**src/hdl/alcc_pkg.sv**
```systemverilog
// Package for the ASCII line CRC-16 checker: constants, verdict codes, result type.
// No dependencies.
package alcc_pkg;

	localparam int unsigned MAX_LINE = 512;
	// wide enough to hold MAX_LINE + 1
	localparam int unsigned LEN_W = $clog2(MAX_LINE + 2);

	localparam logic [7:0]  LF_CHAR   = 8'h0A;
	localparam logic [7:0]  CR_CHAR   = 8'h0D;
	localparam logic [7:0]  STAR_CHAR = 8'h2A;

	localparam logic [15:0] CRC_INIT = 16'hFFFF;
	localparam logic [15:0] CRC_POLY = 16'h1021;

	localparam logic [2:0]  CRC_DIGITS     = 3'd4;
	localparam logic [2:0]  AFTER_STAR_CAP = 3'd7;
	localparam logic [9:0]  CR_CAP         = 10'd1023;

	typedef enum logic [2:0] {
		VERDICT_CRC_OK      = 3'd0,
		VERDICT_NO_CRC_OK   = 3'd1,
		VERDICT_CRC_MISSING = 3'd2,
		VERDICT_BAD_FIELD   = 3'd3,
		VERDICT_MISMATCH    = 3'd4,
		VERDICT_TOO_LONG    = 3'd5
	} verdict_t;

	typedef struct packed {
		verdict_t    verdict;
		logic [9:0]  line_length;
		logic [15:0] computed_crc;
		logic [15:0] received_crc;
	} res_t;

endpackage

```
**src/hdl/alcc_crc8.sv**
```systemverilog
// CRC-16/CCITT-FALSE update over one byte, MSB first, eight bit steps unrolled.
// Depends on alcc_pkg.
module alcc_crc8 (
	input  logic [15:0] crc_in,
	input  logic [7:0]  data,
	output logic [15:0] crc_out
);

	logic [15:0] c;

	always_comb begin
		c = crc_in ^ {data, 8'h00};
		for (int i = 0; i < 8; i++) begin
			if (c[15]) begin
				c = {c[14:0], 1'b0} ^ alcc_pkg::CRC_POLY;
			end else begin
				c = {c[14:0], 1'b0};
			end
		end
		crc_out = c;
	end

endmodule

```
**src/hdl/alcc_line_tracker.sv**
```systemverilog
// Per-line state of the checker: running CRC, star snapshot, hex field, length,
// trailing CR count; builds the verdict for a newline. Depends on alcc_pkg, alcc_crc8.
module alcc_line_tracker (
	input  logic           clk,
	input  logic           arst_n,
	input  logic           fire,
	input  logic [7:0]     rx_byte,
	input  logic           need_crc,
	output alcc_pkg::res_t result
);

	logic [15:0]               running_crc_q, running_crc_n;
	logic [15:0]               crc_at_star_q, crc_at_star_n;
	logic                      star_seen_q, star_seen_n;
	logic [2:0]                after_star_q, after_star_n;
	logic [15:0]               hex_accum_q, hex_accum_n;
	logic                      hex_ok_q, hex_ok_n;
	logic [9:0]                pend_cr_q, pend_cr_n;
	logic [alcc_pkg::LEN_W-1:0] length_q, length_n;

	logic [15:0] crc_next;
	logic [2:0]  cas_tmp;
	logic        ok_tmp;
	logic [10:0] cas_sum;
	logic [4:0]  digit;
	logic        too_long;

	function automatic logic [4:0] hex_digit(input logic [7:0] c);
		logic [4:0] v;
		if (c >= 8'h30 && c <= 8'h39) begin
			v = 5'(c - 8'h30);
		end else if (c >= 8'h41 && c <= 8'h46) begin
			v = 5'(c - 8'h37);
		end else if (c >= 8'h61 && c <= 8'h66) begin
			v = 5'(c - 8'h57);
		end else begin
			v = 5'd16;
		end
		return v;
	endfunction

	alcc_crc8 u_crc8 (
		.crc_in  (running_crc_q),
		.data    (rx_byte),
		.crc_out (crc_next)
	);

	always_comb begin
		if (length_q <= alcc_pkg::LEN_W'(alcc_pkg::MAX_LINE)) begin
			length_n = length_q + 1'b1;
		end else begin
			length_n = length_q;
		end
	end

	assign digit = hex_digit(rx_byte);

	// next line state
	always_comb begin
		running_crc_n = running_crc_q;
		crc_at_star_n = crc_at_star_q;
		star_seen_n   = star_seen_q;
		after_star_n  = after_star_q;
		hex_accum_n   = hex_accum_q;
		hex_ok_n      = hex_ok_q;
		pend_cr_n     = pend_cr_q;
		cas_tmp       = after_star_q;
		ok_tmp        = hex_ok_q;
		cas_sum       = 11'(after_star_q) + 11'(pend_cr_q);
		if (rx_byte == alcc_pkg::LF_CHAR) begin
			running_crc_n = alcc_pkg::CRC_INIT;
			crc_at_star_n = alcc_pkg::CRC_INIT;
			star_seen_n   = 1'b0;
			after_star_n  = 3'd0;
			hex_accum_n   = 16'h0000;
			hex_ok_n      = 1'b1;
			pend_cr_n     = 10'd0;
		end else begin
			running_crc_n = crc_next;
			if (rx_byte == alcc_pkg::CR_CHAR) begin
				if (pend_cr_q != alcc_pkg::CR_CAP) begin
					pend_cr_n = pend_cr_q + 10'd1;
				end
			end else begin
				// CRs followed by more text belong to the checksum field
				if (pend_cr_q != 10'd0 && star_seen_q) begin
					ok_tmp = 1'b0;
					if (cas_sum > 11'(alcc_pkg::AFTER_STAR_CAP)) begin
						cas_tmp = alcc_pkg::AFTER_STAR_CAP;
					end else begin
						cas_tmp = cas_sum[2:0];
					end
				end
				pend_cr_n    = 10'd0;
				after_star_n = cas_tmp;
				hex_ok_n     = ok_tmp;
				if (rx_byte == alcc_pkg::STAR_CHAR) begin
					star_seen_n   = 1'b1;
					crc_at_star_n = running_crc_q;
					after_star_n  = 3'd0;
					hex_accum_n   = 16'h0000;
					hex_ok_n      = 1'b1;
				end else if (star_seen_q) begin
					if (digit[4]) begin
						hex_ok_n = 1'b0;
					end else if (cas_tmp < alcc_pkg::CRC_DIGITS) begin
						hex_accum_n = {hex_accum_q[11:0], digit[3:0]};
					end
					if (cas_tmp != alcc_pkg::AFTER_STAR_CAP) begin
						after_star_n = cas_tmp + 3'd1;
					end
				end
			end
		end
	end

	// verdict for a newline item
	assign too_long = length_n > alcc_pkg::LEN_W'(alcc_pkg::MAX_LINE);

	always_comb begin
		result.line_length  = 10'(32'(length_n));
		result.computed_crc = 16'h0000;
		result.received_crc = 16'h0000;
		if (too_long) begin
			result.verdict = alcc_pkg::VERDICT_TOO_LONG;
		end else if (!star_seen_q) begin
			if (need_crc) begin
				result.verdict = alcc_pkg::VERDICT_CRC_MISSING;
			end else begin
				result.verdict = alcc_pkg::VERDICT_NO_CRC_OK;
			end
		end else if (after_star_q != alcc_pkg::CRC_DIGITS || !hex_ok_q) begin
			result.verdict      = alcc_pkg::VERDICT_BAD_FIELD;
			result.computed_crc = crc_at_star_q;
		end else begin
			result.computed_crc = crc_at_star_q;
			result.received_crc = hex_accum_q;
			if (crc_at_star_q == hex_accum_q) begin
				result.verdict = alcc_pkg::VERDICT_CRC_OK;
			end else begin
				result.verdict = alcc_pkg::VERDICT_MISMATCH;
			end
		end
	end

	always_ff @(posedge clk or negedge arst_n) begin
		if (!arst_n) begin
			running_crc_q <= alcc_pkg::CRC_INIT;
			crc_at_star_q <= alcc_pkg::CRC_INIT;
			star_seen_q   <= 1'b0;
			after_star_q  <= 3'd0;
			hex_accum_q   <= 16'h0000;
			hex_ok_q      <= 1'b1;
			pend_cr_q     <= 10'd0;
			length_q      <= '0;
		end else if (fire) begin
			running_crc_q <= running_crc_n;
			crc_at_star_q <= crc_at_star_n;
			star_seen_q   <= star_seen_n;
			after_star_q  <= after_star_n;
			hex_accum_q   <= hex_accum_n;
			hex_ok_q      <= hex_ok_n;
			pend_cr_q     <= pend_cr_n;
			length_q      <= (rx_byte == alcc_pkg::LF_CHAR) ? '0 : length_n;
		end
	end

endmodule

```
**config.mk**
```make
export PLATFORM = sky130hd
export DESIGN_NAME = alcc_line_tracker
export DESIGN_NICKNAME = d
export VERILOG_FILES = /design/src/hdl/alcc_pkg.sv /design/src/hdl/alcc_crc8.sv /design/src/hdl/alcc_line_tracker.sv
export SDC_FILE = /design/constraint.sdc
export NUM_CORES = 1
export LEC_CHECK = 0
export ABC_CLOCK_PERIOD_IN_PS = 3950
export BUFFER_PORTS_ARGS = -buffer_cell sky130_fd_sc_hd__buf_4
export CELL_PAD_IN_SITES_DETAIL_PLACEMENT = 1
export CELL_PAD_IN_SITES_GLOBAL_PLACEMENT = 1
export CORE_MARGIN = 1
export CORE_UTILIZATION = 45
export DETAILED_ROUTE_END_ITERATION = 6
export PLACE_DENSITY_LB_ADDON = 0.1
export SLEW_MARGIN = 20
export SYNTH_ARGS = -nofsm -noshare
export SYNTH_HDL_FRONTEND = slang
export SYNTH_SLANG_ARGS = --single-unit
```
**constraint.sdc**
```tcl
create_clock -name clk -period 3.95 [get_ports clk]
set_input_delay 0.79 -clock clk [delete_from_list [all_inputs] [get_ports clk]]
set_output_delay 0.79 -clock clk [all_outputs]
set_load 0.01 [all_outputs]
```
==> results.md <==
- Number of levels in the clock H-tree: 3
- Quantity of hold-fixing buffers added after cts: 0
- Per-instance average area after synthesis: between 9 and 10 sq um
- Area growth syn-to-layout: 15.6%
- Count of nets left with antenna violations after detail routing: 0
- Startpoint class of the critical path: register
- Critical Path End Type: output port
- Count of inserted antenna diode cells: 0
- Number of placement rows: 36
- Inserted Clock Buffers: 9
- Share of synthesized area occupied by flip-flops and latches: between 40% and 50%
- Met2 capacity usage during global routing: 40.8%
- Worst-case vdd ir drop: roughly 0.47 mV
- Final weighted congestion in routability-driven placement: ~0.8
- Final worst path period share: around 96%
- DRC marker count from the first detailed-route iteration: between 150 and 200
- Worst Hold Margin: 0.501 ns
- Core outline area: ~9900 sq um
- Number of antenna violations at the first check in global routing: 0
- Number of global-route vias before repair: approximately 4000
- All-layer global routing usage: about a quarter
- Worst Hold Class: reg2reg
- Wire length of the first global-routing pass: 20900 um
- Crit path capture: result[23]
- Latest clock arrival within the worst-skew pair: between 0.3 and 0.4 ns
- Effective utilization at floorplan: a little under half
- RSZ-0062 raised after global routing: no
- Area of the die: between 10000 and 15000 sq um
- Global-route met1 utilization: 32.7%
- Met3 GRT Util: under 10%
- Largest net degree at the start of global routing: 74
- Critical R2R Launch: pend_cr_q[0]
- Total Power Consumption: between 2 and 3 mW
- Net count reported at finish: ~580
- Maximum clock frequency: 262 MHz
- Post-synthesis instance area: approximately 4700 sq um
- Clock tree from TritonCTS: yes
- Start point of the critical path: length_q[0]
- Floorplan die height: roughly 100 um
- Cells after Synth: around 500
- DRC errors left: 0
- Critical Path AT: between 3 and 4 ns
- Power density cells: between 500 and 600 nW/um^2
- Synthesis-stage register bit count: between 70 and 80
- Count of endpoints failing setup in the final report: 0
- Path depth of the worst reg2reg path: 9
- Required time reported for the critical path endpoint: 3.16 ns
- Maximum buffer depth of the clock tree: 2
- Max-slew violation count: 0
- Clock period minus final worst setup slack: between 3 and 4 ns
- Async set or reset register ratio after synthesis: between 90% and 100%
- Final-report hold violation count: 0
- Clk root buf: sky130_fd_sc_hd__clkbuf_8
- Max Cap Violations: 0
- Terminus of the critical flop-to-flop path: hex_accum_q[5]
- Overflow left after global routing: 0
- Result of the run: finished, final reports clean
- Floorplan die width: between 100 and 150 um
- Yosys warns: 0
- Setup Crit Path Kind: reg2out
- Leakage power of the design: about 2.4 nW
- Total length of routed wires: ~13000 um
- Grt peak-use layer: met2
- Reg2reg setup slack: approximately 0.52 ns
- Average wire length per cell after detail routing: between 15 and 20 um
- Slew at the pin closest to its max-slew limit: 1.00 ns
- Number of detailed-routing iterations run before antenna repair: 4
- I/O pin count: between 50 and 60
- Number of flops mapped to enable cells by yosys: 0
- Clock skew after layout: about 0.012 ns
- I/O Buffers: between 50 and 60
- Start point of the worst hold path: crc_at_star_q[10]
- Total via count after detailed routing: ~3800
- Post-detail-place hpwl: 8900 um
- Net count after synthesis: 528
- Setup slack after placement: roughly 0.30 ns
- Number of library cell types mapped by synthesis: 56
- Post-synth top flop: sky130_fd_sc_hd__dfrtp_1
- Fraction of final layout cells sized beyond drive strength 1: 22.8%
- Headroom to the max-slew limit: 33.1%
- Sinks on Clock Net: 73
- Final worst-path setup slack: 0.140 ns
- Setup TNS after final layout: 0 ns
- Ratio of routed vias to standard cells: 5.48
- Largest fanout on the critical path: 19
- CTS clk-pin slew, worst paths: about 0.08 ns
==> critical path: stages (launching register included) <==
cell and delay, ns:
sky130_fd_sc_hd__dfrtp_2 0.43, sky130_fd_sc_hd__inv_1 0.10, sky130_fd_sc_hd__ha_1 0.14, sky130_fd_sc_hd__or4b_4 0.48, sky130_fd_sc_hd__o31ai_4 0.24, sky130_fd_sc_hd__buf_4 0.17, sky130_fd_sc_hd__o21a_1 0.11, sky130_fd_sc_hd__o32ai_1 0.07
sky130_fd_sc_hd__a41o_2 0.34, sky130_fd_sc_hd__buf_4 0.21, sky130_fd_sc_hd__and3_1 0.22, sky130_fd_sc_hd__buf_4 0.15
==> flip-flops by register name, indices dropped and copies added, names as in the netlist <==
register,flops
length_q,10
after_star_q,3
running_crc_q,16
pend_cr_q,10
crc_at_star_q,16
star_seen_q,1
hex_accum_q,16
hex_ok_q,1
==> logic make-up after synthesis <==
| kind of cell | synth area share (%) |
|---|---|
| XOR/XNOR | 11.6 |
| AND/OR/NAND/NOR | 21.6 |
| buffers and inverters | 6.38 |
| multiplexers | 4.37 |
| flip-flops | 40.0 |
| adder cells (fa/ha/maj) | 3.38 |
| AO/OA/AOI/OAI | 12.6 |
==> report_power, final <==
group          internal [mW]  switching (mW)  leakage, nW
Sequential             0.984           0.198        0.888
Combinational          0.482           0.504         1.42
Clock                  0.298           0.314        0.105
==> area by class of cell <==
class / count / area, sq um
fill: 1153 / 4520
multi-input combinational: 366 / 2510
sequential: 73 / 1870
timing repair buffer: 66 / 508
tap: 133 / 166
inverter: 35 / 131
clock buffer: 9 / 124
clock inverter: 7 / 76.3
==> placed cells by master, fill, tap and decap left out, drive strengths merged, types with 2 or more instances in the layout <==
master   n
nor3     9
dfstp   33
o22a    14
nor4     3
inv     38
nor2    18
or4b     2
or3      4
mux2i   17
nor4b    2
nor3b    3
o22ai    6
xor2    18
and2    17
dfrtp   40
o31ai    2
mux2     3
nand2   51
nor2b   22
nand4    8
clkbuf   9
a21oi   10
o21ai   33
and3    17
nand2b  12
ha      11
nand3   11
clkinv   3
xnor2   44
o32ai    3
buf     66
and3b    2
a31oi    6
o31a     2
==> worst min path at each step <==
stage,slack (ns),depth (start not counted),to
floorplan,0.46,2,hex_ok_q
global placement,0.47,2,hex_ok_q
detailed placement,0.48,2,hex_ok_q
CTS,0.50,2,hex_ok_q
global route,0.54,2,hex_ok_q
finish,0.50,2,crc_at_star_q[10]
==> synth_stat cells (all sizes together) (4+ instances only) <==
| cell | n | area (sq um) |
|---|---|---|
| nor3 | 9 | 45.0 |
| o22ai | 6 | 37.5 |
| or3 | 4 | 25.0 |
| nand2 | 51 | 191 |
| ha | 11 | 138 |
| xnor2 | 44 | 385 |
| clkbuf | 20 | 75.1 |
| and2 | 17 | 106 |
| nand2b | 12 | 75.1 |
| nor2 | 18 | 67.6 |
| dfrtp | 40 | 1000 |
| and3 | 17 | 106 |
| buf | 11 | 91.3 |
| xor2 | 18 | 158 |
| nor2b | 21 | 139 |
| inv | 35 | 131 |
| o22a | 14 | 123 |
| mux2i | 17 | 170 |
| nand4 | 8 | 50.1 |
| a31oi | 6 | 37.5 |
| o21ai | 33 | 165 |
| a21oi | 10 | 50.1 |
| nand3 | 11 | 55.1 |
| dfstp | 33 | 867 |
==> stage by stage <==
stage	std cells	instance area (sq um)	utilization, %
after floorplan	504	4670	-
after global placement	667	5140	51.8
after detailed placement	667	5140	51.8
after CTS	685	5350	54.0
after global routing	689	5390	54.4
final	689	5390	54.4
==> what timing repair did <==
| action | 4_1_cts | 5_1_grt |
|---|---|---|
| gates cloned | 0 | 1 |
| endpoints found under the setup margin | 29 | 32 |
| pin swaps | 1 | 2 |
| buffers inserted | 2 | 3 |
| resized for setup | 0 | 4 |
==> layer usage <==
metal  routed length (um)  vias to the layer above
met3                  395                       11
met4                  104                        0
met2                 6140                       66
met1                 5880                     1887
met5                    0                        -
li1                     -                     1813
Note: power is estimated with default switching activity, not from simulation.
